File: src/hdl/sha256_pkg.sv
`timescale 1ns / 1ps

package sha256_pkg;

    localparam int BlockBytes = 64;
    localparam int LenStart   = 56;

    typedef logic [31:0] word_t;

    // Command handed from the front end to the core through the queue.
    typedef struct packed {
        logic       has_byte;
        logic       end_of_message;
        logic [7:0] data_byte;
    } cmd_t;

    localparam logic [255:0] HashInit = {
        32'h6a09e667, 32'hbb67ae85, 32'h3c6ef372, 32'ha54ff53a,
        32'h510e527f, 32'h9b05688c, 32'h1f83d9ab, 32'h5be0cd19
    };

    function automatic word_t round_k(input logic [5:0] t);
        word_t k;
        begin
            unique case (t)
                6'd0:  k = 32'h428a2f98; 6'd1:  k = 32'h71374491;
                6'd2:  k = 32'hb5c0fbcf; 6'd3:  k = 32'he9b5dba5;
                6'd4:  k = 32'h3956c25b; 6'd5:  k = 32'h59f111f1;
                6'd6:  k = 32'h923f82a4; 6'd7:  k = 32'hab1c5ed5;
                6'd8:  k = 32'hd807aa98; 6'd9:  k = 32'h12835b01;
                6'd10: k = 32'h243185be; 6'd11: k = 32'h550c7dc3;
                6'd12: k = 32'h72be5d74; 6'd13: k = 32'h80deb1fe;
                6'd14: k = 32'h9bdc06a7; 6'd15: k = 32'hc19bf174;
                6'd16: k = 32'he49b69c1; 6'd17: k = 32'hefbe4786;
                6'd18: k = 32'h0fc19dc6; 6'd19: k = 32'h240ca1cc;
                6'd20: k = 32'h2de92c6f; 6'd21: k = 32'h4a7484aa;
                6'd22: k = 32'h5cb0a9dc; 6'd23: k = 32'h76f988da;
                6'd24: k = 32'h983e5152; 6'd25: k = 32'ha831c66d;
                6'd26: k = 32'hb00327c8; 6'd27: k = 32'hbf597fc7;
                6'd28: k = 32'hc6e00bf3; 6'd29: k = 32'hd5a79147;
                6'd30: k = 32'h06ca6351; 6'd31: k = 32'h14292967;
                6'd32: k = 32'h27b70a85; 6'd33: k = 32'h2e1b2138;
                6'd34: k = 32'h4d2c6dfc; 6'd35: k = 32'h53380d13;
                6'd36: k = 32'h650a7354; 6'd37: k = 32'h766a0abb;
                6'd38: k = 32'h81c2c92e; 6'd39: k = 32'h92722c85;
                6'd40: k = 32'ha2bfe8a1; 6'd41: k = 32'ha81a664b;
                6'd42: k = 32'hc24b8b70; 6'd43: k = 32'hc76c51a3;
                6'd44: k = 32'hd192e819; 6'd45: k = 32'hd6990624;
                6'd46: k = 32'hf40e3585; 6'd47: k = 32'h106aa070;
                6'd48: k = 32'h19a4c116; 6'd49: k = 32'h1e376c08;
                6'd50: k = 32'h2748774c; 6'd51: k = 32'h34b0bcb5;
                6'd52: k = 32'h391c0cb3; 6'd53: k = 32'h4ed8aa4a;
                6'd54: k = 32'h5b9cca4f; 6'd55: k = 32'h682e6ff3;
                6'd56: k = 32'h748f82ee; 6'd57: k = 32'h78a5636f;
                6'd58: k = 32'h84c87814; 6'd59: k = 32'h8cc70208;
                6'd60: k = 32'h90befffa; 6'd61: k = 32'ha4506ceb;
                6'd62: k = 32'hbef9a3f7; 6'd63: k = 32'hc67178f2;
                default: k = 32'h0;
            endcase
            return k;
        end
    endfunction

    function automatic word_t rotr(input word_t v, input int n);
        begin
            return (v >> n) | (v << (32 - n));
        end
    endfunction

endpackage

File: src/hdl/sha256_byte_stream_hasher_unit.sv
`timescale 1ns / 1ps

// Channel  | Direction | Handshake        | Payload
// input    | in        | in_valid/ready   | data_byte, has_byte, end_of_message
// output   | out       | out_valid/ready  | digest_word, word_index, last_word
//
// The core takes a byte item while idle; every 64th byte starts a block of
// the 64 one-round-per-cycle compression steps plus a fold into the hash.
// End of message runs one more block, plus a pad block when the length does not fit,
// then eight digest items, one per cycle while out_ready holds.
// Reset loads the initial hash and clears the fill count and length.
// A two-item queue parts the front from the core; a stalled output holds the core.
module sha256_byte_stream_hasher_unit
(
    input  logic        clk,
    input  logic        rst_n,
    input  logic        in_valid,
    output logic        in_ready,
    input  logic [7:0]  data_byte,
    input  logic        has_byte,
    input  logic        end_of_message,
    output logic        out_valid,
    input  logic        out_ready,
    output logic [31:0] digest_word,
    output logic [2:0]  word_index,
    output logic        last_word
);

    sha256_pkg::cmd_t cmd;
    logic             cmd_valid, cmd_ready;

    sha256_front u_front
    (
        .clk            (clk),
        .rst_n          (rst_n),
        .in_valid       (in_valid),
        .in_ready       (in_ready),
        .data_byte      (data_byte),
        .has_byte       (has_byte),
        .end_of_message (end_of_message),
        .cmd_valid      (cmd_valid),
        .cmd_ready      (cmd_ready),
        .cmd            (cmd)
    );

    sha256_core u_core
    (
        .clk         (clk),
        .rst_n       (rst_n),
        .cmd_valid   (cmd_valid),
        .cmd_ready   (cmd_ready),
        .cmd         (cmd),
        .out_valid   (out_valid),
        .out_ready   (out_ready),
        .digest_word (digest_word),
        .word_index  (word_index),
        .last_word   (last_word)
    );

endmodule

File: src/hdl/sha256_front.sv
`timescale 1ns / 1ps

module sha256_front
(
    input  logic                clk,
    input  logic                rst_n,
    input  logic                in_valid,
    output logic                in_ready,
    input  logic [7:0]          data_byte,
    input  logic                has_byte,
    input  logic                end_of_message,
    output logic                cmd_valid,
    input  logic                cmd_ready,
    output sha256_pkg::cmd_t    cmd
);

    // Two-entry queue; drop items that carry neither a byte nor an end mark.
    sha256_pkg::cmd_t q_reg [2];
    logic             wr_ptr_reg, rd_ptr_reg;
    logic [1:0]       count_reg;
    logic             push, pop, useful;

    assign useful    = has_byte | end_of_message;
    assign in_ready  = (count_reg != 2'd2);
    assign push      = in_valid & in_ready & useful;
    assign cmd_valid = (count_reg != 2'd0);
    assign pop       = cmd_valid & cmd_ready;
    assign cmd       = q_reg[rd_ptr_reg];

    always_ff @(posedge clk)
    begin
        if (push)
        begin
            q_reg[wr_ptr_reg] <= '{has_byte: has_byte, end_of_message: end_of_message,
                                   data_byte: data_byte};
        end
    end

    always_ff @(posedge clk or negedge rst_n)
    begin
        if (!rst_n)
        begin
            wr_ptr_reg <= 1'b0;
            rd_ptr_reg <= 1'b0;
            count_reg  <= 2'd0;
        end
        else
        begin
            if (push)
                wr_ptr_reg <= ~wr_ptr_reg;
            if (pop)
                rd_ptr_reg <= ~rd_ptr_reg;
            count_reg <= count_reg + {1'b0, push} - {1'b0, pop};
        end
    end

endmodule

File: src/hdl/sha256_core.sv
`timescale 1ns / 1ps

module sha256_core
(
    input  logic                clk,
    input  logic                rst_n,
    input  logic                cmd_valid,
    output logic                cmd_ready,
    input  sha256_pkg::cmd_t    cmd,
    output logic                out_valid,
    input  logic                out_ready,
    output logic [31:0]         digest_word,
    output logic [2:0]          word_index,
    output logic                last_word
);

    typedef enum logic [2:0] {
        S_IDLE, S_ROUND, S_FOLD, S_PAD, S_EMIT
    } state_t;

    state_t        state_reg;
    logic [255:0]  hash_reg;
    logic [255:0]  work_reg;
    logic [511:0]  blk_reg;      // 16 words, word 0 in the top bits; rolls as schedule
    logic [5:0]    fill_reg;
    logic [63:0]   len_reg;
    logic [5:0]    round_reg;
    logic          final_reg;    // this block closes the message
    logic          pend_reg;     // pad block still to run after this one
    logic [2:0]    idx_reg;

    sha256_pkg::word_t a, b, c, d, e, f, g, h, w, x15, x2, x7, x16;
    sha256_pkg::word_t s0w, s1w, t1, t2, wnext;

    always_comb
    begin
        {a, b, c, d, e, f, g, h} = work_reg;
        w   = blk_reg[511 -: 32];
        x16 = w;
        x15 = blk_reg[479 -: 32];
        x7  = blk_reg[223 -: 32];
        x2  = blk_reg[63 -: 32];
        s0w = sha256_pkg::rotr(x15, 7) ^ sha256_pkg::rotr(x15, 18) ^ (x15 >> 3);
        s1w = sha256_pkg::rotr(x2, 17) ^ sha256_pkg::rotr(x2, 19) ^ (x2 >> 10);
        wnext = x16 + s0w + x7 + s1w;
        t1 = h + (sha256_pkg::rotr(e, 6) ^ sha256_pkg::rotr(e, 11) ^ sha256_pkg::rotr(e, 25))
               + ((e & f) ^ (~e & g)) + sha256_pkg::round_k(round_reg) + w;
        t2 = (sha256_pkg::rotr(a, 2) ^ sha256_pkg::rotr(a, 13) ^ sha256_pkg::rotr(a, 22))
               + ((a & b) ^ (a & c) ^ (b & c));
    end

    assign cmd_ready   = (state_reg == S_IDLE);
    assign out_valid   = (state_reg == S_EMIT);
    assign digest_word = hash_reg[255 - 32 * idx_reg -: 32];
    assign word_index  = idx_reg;
    assign last_word   = (idx_reg == 3'd7);

    always_ff @(posedge clk or negedge rst_n)
    begin
        logic [511:0] nb;
        logic [5:0]   nf;
        logic [63:0]  nl;
        logic [255:0] hs;
        if (!rst_n)
        begin
            state_reg <= S_IDLE;
            hash_reg  <= sha256_pkg::HashInit;
            fill_reg  <= '0;
            len_reg   <= '0;
            round_reg <= '0;
            final_reg <= 1'b0;
            pend_reg  <= 1'b0;
            idx_reg   <= '0;
        end
        else
        begin
            unique case (state_reg)
                S_IDLE:
                begin
                    if (cmd_valid)
                    begin
                        nb = blk_reg;
                        nf = fill_reg;
                        nl = len_reg;
                        if (cmd.has_byte)
                        begin
                            nb[511 - 8 * nf -: 8] = cmd.data_byte;
                            nl = nl + 64'd8;
                        end
                        if (cmd.end_of_message)
                        begin
                            if (cmd.has_byte && nf == 6'd63)
                            begin
                                // Byte fills the block: run it, pad in a fresh block.
                                pend_reg  <= 1'b1;
                                final_reg <= 1'b0;
                                work_reg  <= hash_reg;
                                round_reg <= '0;
                                state_reg <= S_ROUND;
                                nf = '0;
                            end
                            else
                            begin
                                if (cmd.has_byte)
                                    nf = nf + 6'd1;
                                nb[511 - 8 * nf -: 8] = 8'h80;
                                for (int i = 0; i < 64; i++)
                                    if (i > nf)
                                        nb[511 - 8 * i -: 8] = 8'h00;
                                if (nf < 6'(sha256_pkg::LenStart))
                                begin
                                    nb[63:0]  = nl;
                                    final_reg <= 1'b1;
                                    pend_reg  <= 1'b0;
                                end
                                else
                                begin
                                    final_reg <= 1'b0;
                                    pend_reg  <= 1'b1;
                                end
                                work_reg  <= hash_reg;
                                round_reg <= '0;
                                state_reg <= S_ROUND;
                                nf = '0;
                            end
                        end
                        else if (cmd.has_byte)
                        begin
                            if (nf == 6'd63)
                            begin
                                final_reg <= 1'b0;
                                pend_reg  <= 1'b0;
                                work_reg  <= hash_reg;
                                round_reg <= '0;
                                state_reg <= S_ROUND;
                            end
                            nf = nf + 6'd1;
                        end
                        blk_reg  <= nb;
                        fill_reg <= nf;
                        len_reg  <= nl;
                    end
                end
                S_ROUND:
                begin
                    work_reg  <= {t1 + t2, a, b, c, d + t1, e, f, g};
                    blk_reg   <= {blk_reg[479:0], wnext};
                    round_reg <= round_reg + 6'd1;
                    if (round_reg == 6'd63)
                        state_reg <= S_FOLD;
                end
                S_FOLD:
                begin
                    for (int i = 0; i < 8; i++)
                        hs[255 - 32 * i -: 32] = hash_reg[255 - 32 * i -: 32]
                                                 + work_reg[255 - 32 * i -: 32];
                    hash_reg <= hs;
                    if (final_reg)
                    begin
                        idx_reg   <= '0;
                        state_reg <= S_EMIT;
                    end
                    else if (pend_reg)
                        state_reg <= S_PAD;
                    else
                        state_reg <= S_IDLE;
                end
                S_PAD:
                begin
                    // Extra block: 0x80 only if it did not fit before, then length.
                    nb = '0;
                    if (len_reg[8:3] == 6'd0)
                        nb[511 -: 8] = 8'h80;
                    nb[63:0]  = len_reg;
                    blk_reg   <= nb;
                    work_reg  <= hash_reg;
                    round_reg <= '0;
                    final_reg <= 1'b1;
                    pend_reg  <= 1'b0;
                    state_reg <= S_ROUND;
                end
                S_EMIT:
                begin
                    if (out_ready)
                    begin
                        idx_reg <= idx_reg + 3'd1;
                        if (idx_reg == 3'd7)
                        begin
                            hash_reg  <= sha256_pkg::HashInit;
                            len_reg   <= '0;
                            fill_reg  <= '0;
                            state_reg <= S_IDLE;
                        end
                    end
                end
                default: state_reg <= S_IDLE;
            endcase
        end
    end

endmodule

File: config.mk
export PLATFORM = sky130hd
export DESIGN_NAME = sha256_byte_stream_hasher_unit
export DESIGN_NICKNAME = d
export VERILOG_FILES = /design/src/hdl/sha256_pkg.sv /design/src/hdl/sha256_byte_stream_hasher_unit.sv /design/src/hdl/sha256_front.sv /design/src/hdl/sha256_core.sv
export SDC_FILE = /design/constraint.sdc
export NUM_CORES = 2
export LEC_CHECK = 0
export BUFFER_PORTS_ARGS = -buffer_cell sky130_fd_sc_hd__buf_2
export CELL_PAD_IN_SITES_DETAIL_PLACEMENT = 1
export CELL_PAD_IN_SITES_GLOBAL_PLACEMENT = 1
export CORE_MARGIN = 2
export CORE_UTILIZATION = 30
export DETAILED_ROUTE_END_ITERATION = 10
export MAX_ROUTING_LAYER = met4
export PLACE_DENSITY_LB_ADDON = 0.1
export SYNTH_ARGS = -nofsm -noshare
export SYNTH_HDL_FRONTEND = slang
export SYNTH_SLANG_ARGS = --single-unit
File: constraint.sdc
create_clock -name clk -period 16.3 [get_ports clk]
set_input_delay 3.26 -clock clk [delete_from_list [all_inputs] [get_ports clk]]
set_output_delay 3.26 -clock clk [all_outputs]
set_load 0.005 [all_outputs]
==> flow_metrics.env <==
export IMPL_grt_max_degree=112
export IMPL_worstSetupEndpointType="flop"
export IMPL_drive_gt1_frac=0.08907
export IMPL_async_flop_share=0.3020
export IMPL_critPathMaxStageDelay_ns=0.89
export IMPL_vias_per_cell=5.660
export IMPL_path_depth=33
export IMPL_r2r_end="u_core.work_reg[255]$_DFFE_PP_"
export IMPL_area_growth_pct=11.13
export IMPL_critPathSlowestCell="dfrtp_1"
export IMPL_place_congestion=0.9808
export IMPL_chipWidth_um=535.8
export IMPL_synth_commonest_cells="1580 x nand2_1, 1008 x o21ai_0, 788 x edfxtp_1, 706 x a21oi_1, 697 x nor2_1"
export IMPL_crit_top_cell="fa_1"
export IMPL_synthTopCellsByArea="edfxtp_1 28%, nand2_1 7.0%, dfrtp_1 6.0%, ha_1 6.0%, o21ai_0 5.9%"
export IMPL_die_area_um2=287000
export IMPL_yosys_area_top_type="edfxtp_1"
export IMPL_skew_ns=0.07833
export IMPL_grt_pass1_wl_mm=590.9
export IMPL_yosys_warnings=0
export IMPL_rr_worst_depth=33
export IMPL_avgRoutedWirePerCell_um=31.62
export IMPL_drt_initial_drc_count=5997
export IMPL_cp_start_kind="flop"
export IMPL_cts_sinks=1129
export IMPL_worstMarginPinSlew_ns=1.298
export IMPL_root_buffer="clkbuf_16"
export IMPL_start_util=0.3010
export IMPL_post_cts_setup_buffers=0
export IMPL_worst_path_max_fanout=21
export IMPL_synthCells=9374
export IMPL_fin_cells=13100
export IMPL_fp_row_count=195
export IMPL_grt_ovfl_total=0
export IMPL_setup_viol=0
export IMPL_synthesis_nets=9990
export IMPL_hold_class="flop to flop"
export IMPL_grt_pass1_vias=76620
export IMPL_min_to="u_front.wr_ptr_reg$_DFFE_PN0P_"
export IMPL_grt_antenna_before_repair=25
export IMPL_cts_path_max_buffers=4
export IMPL_yosysTopAreaCellShare=0.2789
export IMPL_drc=0
export IMPL_first_pass_iters=6
export IMPL_hp_start="u_front.wr_ptr_reg$_DFFE_PN0P_"
export IMPL_max_slew_margin_rel=0.1101
export IMPL_largest_register_ff_count=512
export IMPL_cts_made_buffers=159
export IMPL_cpLargestDelayFamily="compound AO/OA/AOI/OAI gates"
export IMPL_drv_cap=0
export IMPL_core_um2=281800
export IMPL_r2r_setup_slack_ns=5.08
export IMPL_clock_latency_ns=0.89
export IMPL_io_buffers=51
export IMPL_cts_tree="built"
export IMPL_fin_nets=9827
export IMPL_drt_wl_total_mm=414.1
export IMPL_ys_types=111
export IMPL_path_clk_slew_ns=0.06
export IMPL_ant_nets=0
export IMPL_syn_area_um2=84830
export IMPL_hold_viol_final=0
export IMPL_worstSetupPathType="flop to flop"
export IMPL_via_count=74140
export IMPL_synth_seq_cells=1129
export IMPL_synth_area_per_cell_um2=9.050
export IMPL_timing_fmax_ghz=0.08914
export IMPL_setup_tns_ns=0
export IMPL_ios=52
export IMPL_grt_usage=0.2919
export IMPL_final_max_slew_viol_count=0
export IMPL_hpwlAfterDp_mm=315.4
export IMPL_die_h_um=535.8
export IMPL_reg2reg_from="u_core.round_reg[1]$_DFFE_PN0P_"
export IMPL_fin_crit_sh=0.6882
export IMPL_grt_setup_unrepaired="no"
export IMPL_synth_edf_count=788
export IMPL_required_ns=16.85
export IMPL_yosysSeqAreaShare=0.3815
export IMPL_synth_top_flop_cell="edfxtp_1"
export IMPL_period_needed_ns=11.22
export IMPL_critPathArrivalTime_ns=11.77
export IMPL_cts_htree_levels=4
export IMPL_hold_path_depth=1
export IMPL_crit_buf_inv=2
export IMPL_hold_buffers=0
export IMPL_synth_most_common_cell="nand2_1"
export IMPL_dpl_cell_count=12790
export IMPL_status="finished, final reports clean"
export IMPL_cts_resized=0
[cell usage in the layout (no fill, tap or decap), types with 45 or more instances in the layout]
cell / count
and3_1: 69
mux4_2: 68
xor2_1: 225
a211oi_1: 52
or3_1: 51
nor2b_1: 51
mux2i_1: 381
dfstp_2: 136
nand2b_1: 69
nor2_1: 694
o21bai_1: 45
ha_1: 407
o21a_1: 51
mux2_2: 60
a21oi_1: 706
inv_1: 295
nand2_1: 1579
dfrtp_1: 197
xnor2_1: 382
o21ai_0: 1007
a21o_1: 189
o31ai_1: 68
nor3_1: 190
buf_2: 50
clkbuf_16: 163
fa_1: 195
nand3_1: 176
edfxtp_1: 788
buf_4: 173
a31oi_1: 70
[layer usage]
metal  GRT usage  vias to the layer above  share of wire
met5           -                        -              0
met3     0.03133                      637          0.040
li1            -                    33200              -
met2      0.4809                     1885           0.48
met1      0.3599                    38420           0.43
met4      0.1316                        0          0.051
[how the worst max path moves through the flow]
stage                                          end                            start  slack, ns
floorplan              u_core.blk_reg[0]$_DFFE_PP_                            rst_n       2.13
global placement    u_core.work_reg[255]$_DFFE_PP_  u_core.round_reg[1]$_DFFE_PN0P_       5.29
detailed placement  u_core.work_reg[255]$_DFFE_PP_  u_core.round_reg[1]$_DFFE_PN0P_       5.27
CTS                 u_core.work_reg[255]$_DFFE_PP_  u_core.round_reg[1]$_DFFE_PN0P_       5.20
global route        u_core.work_reg[255]$_DFFE_PP_  u_core.round_reg[1]$_DFFE_PN0P_       4.38
finish              u_core.work_reg[255]$_DFFE_PP_  u_core.round_reg[1]$_DFFE_PN0P_       5.08
[cells by family after synthesis]
family	after synthesis	synth area share
simple gates	3058	0.1553
compound gates	2581	0.1805
flops	1129	0.3815
buf+inv	852	0.03829
fa+ha+maj	628	0.1091
xor+xnor	611	0.06343
mux	515	0.07183
[cell type report]
type,instances,area (um2)
antenna,14,35.03
fill,32430,187500
sequential,1129,32390
multi-input combinational,7393,49370
inverter,300,1134
clock inverter,80,655.6
tap,3743,4683
clock buffer,211,4369
timing repair buffer,228,1644
[through the flow]
step / utilization / hold slack, ns / instance area (um2) / worst slack (ns)
2_1_floorplan: - / 0.4555 / 84840 / 2.128
3_3_place_gp: 0.3166 / 0.4696 / 89220 / 5.287
3_5_place_dp: 0.3166 / 0.4861 / 89220 / 5.275
4_1_cts: 0.3344 / 0.5006 / 94240 / 5.196
5_1_grt: 0.3345 / 0.5197 / 94270 / 4.382
6_report: 0.3345 / 0.4983 / 94280 / 5.082
Power is left out: the tool's default activity adds up to more than one toggle a clock period on the data nets, which glitch-free logic cannot reach.
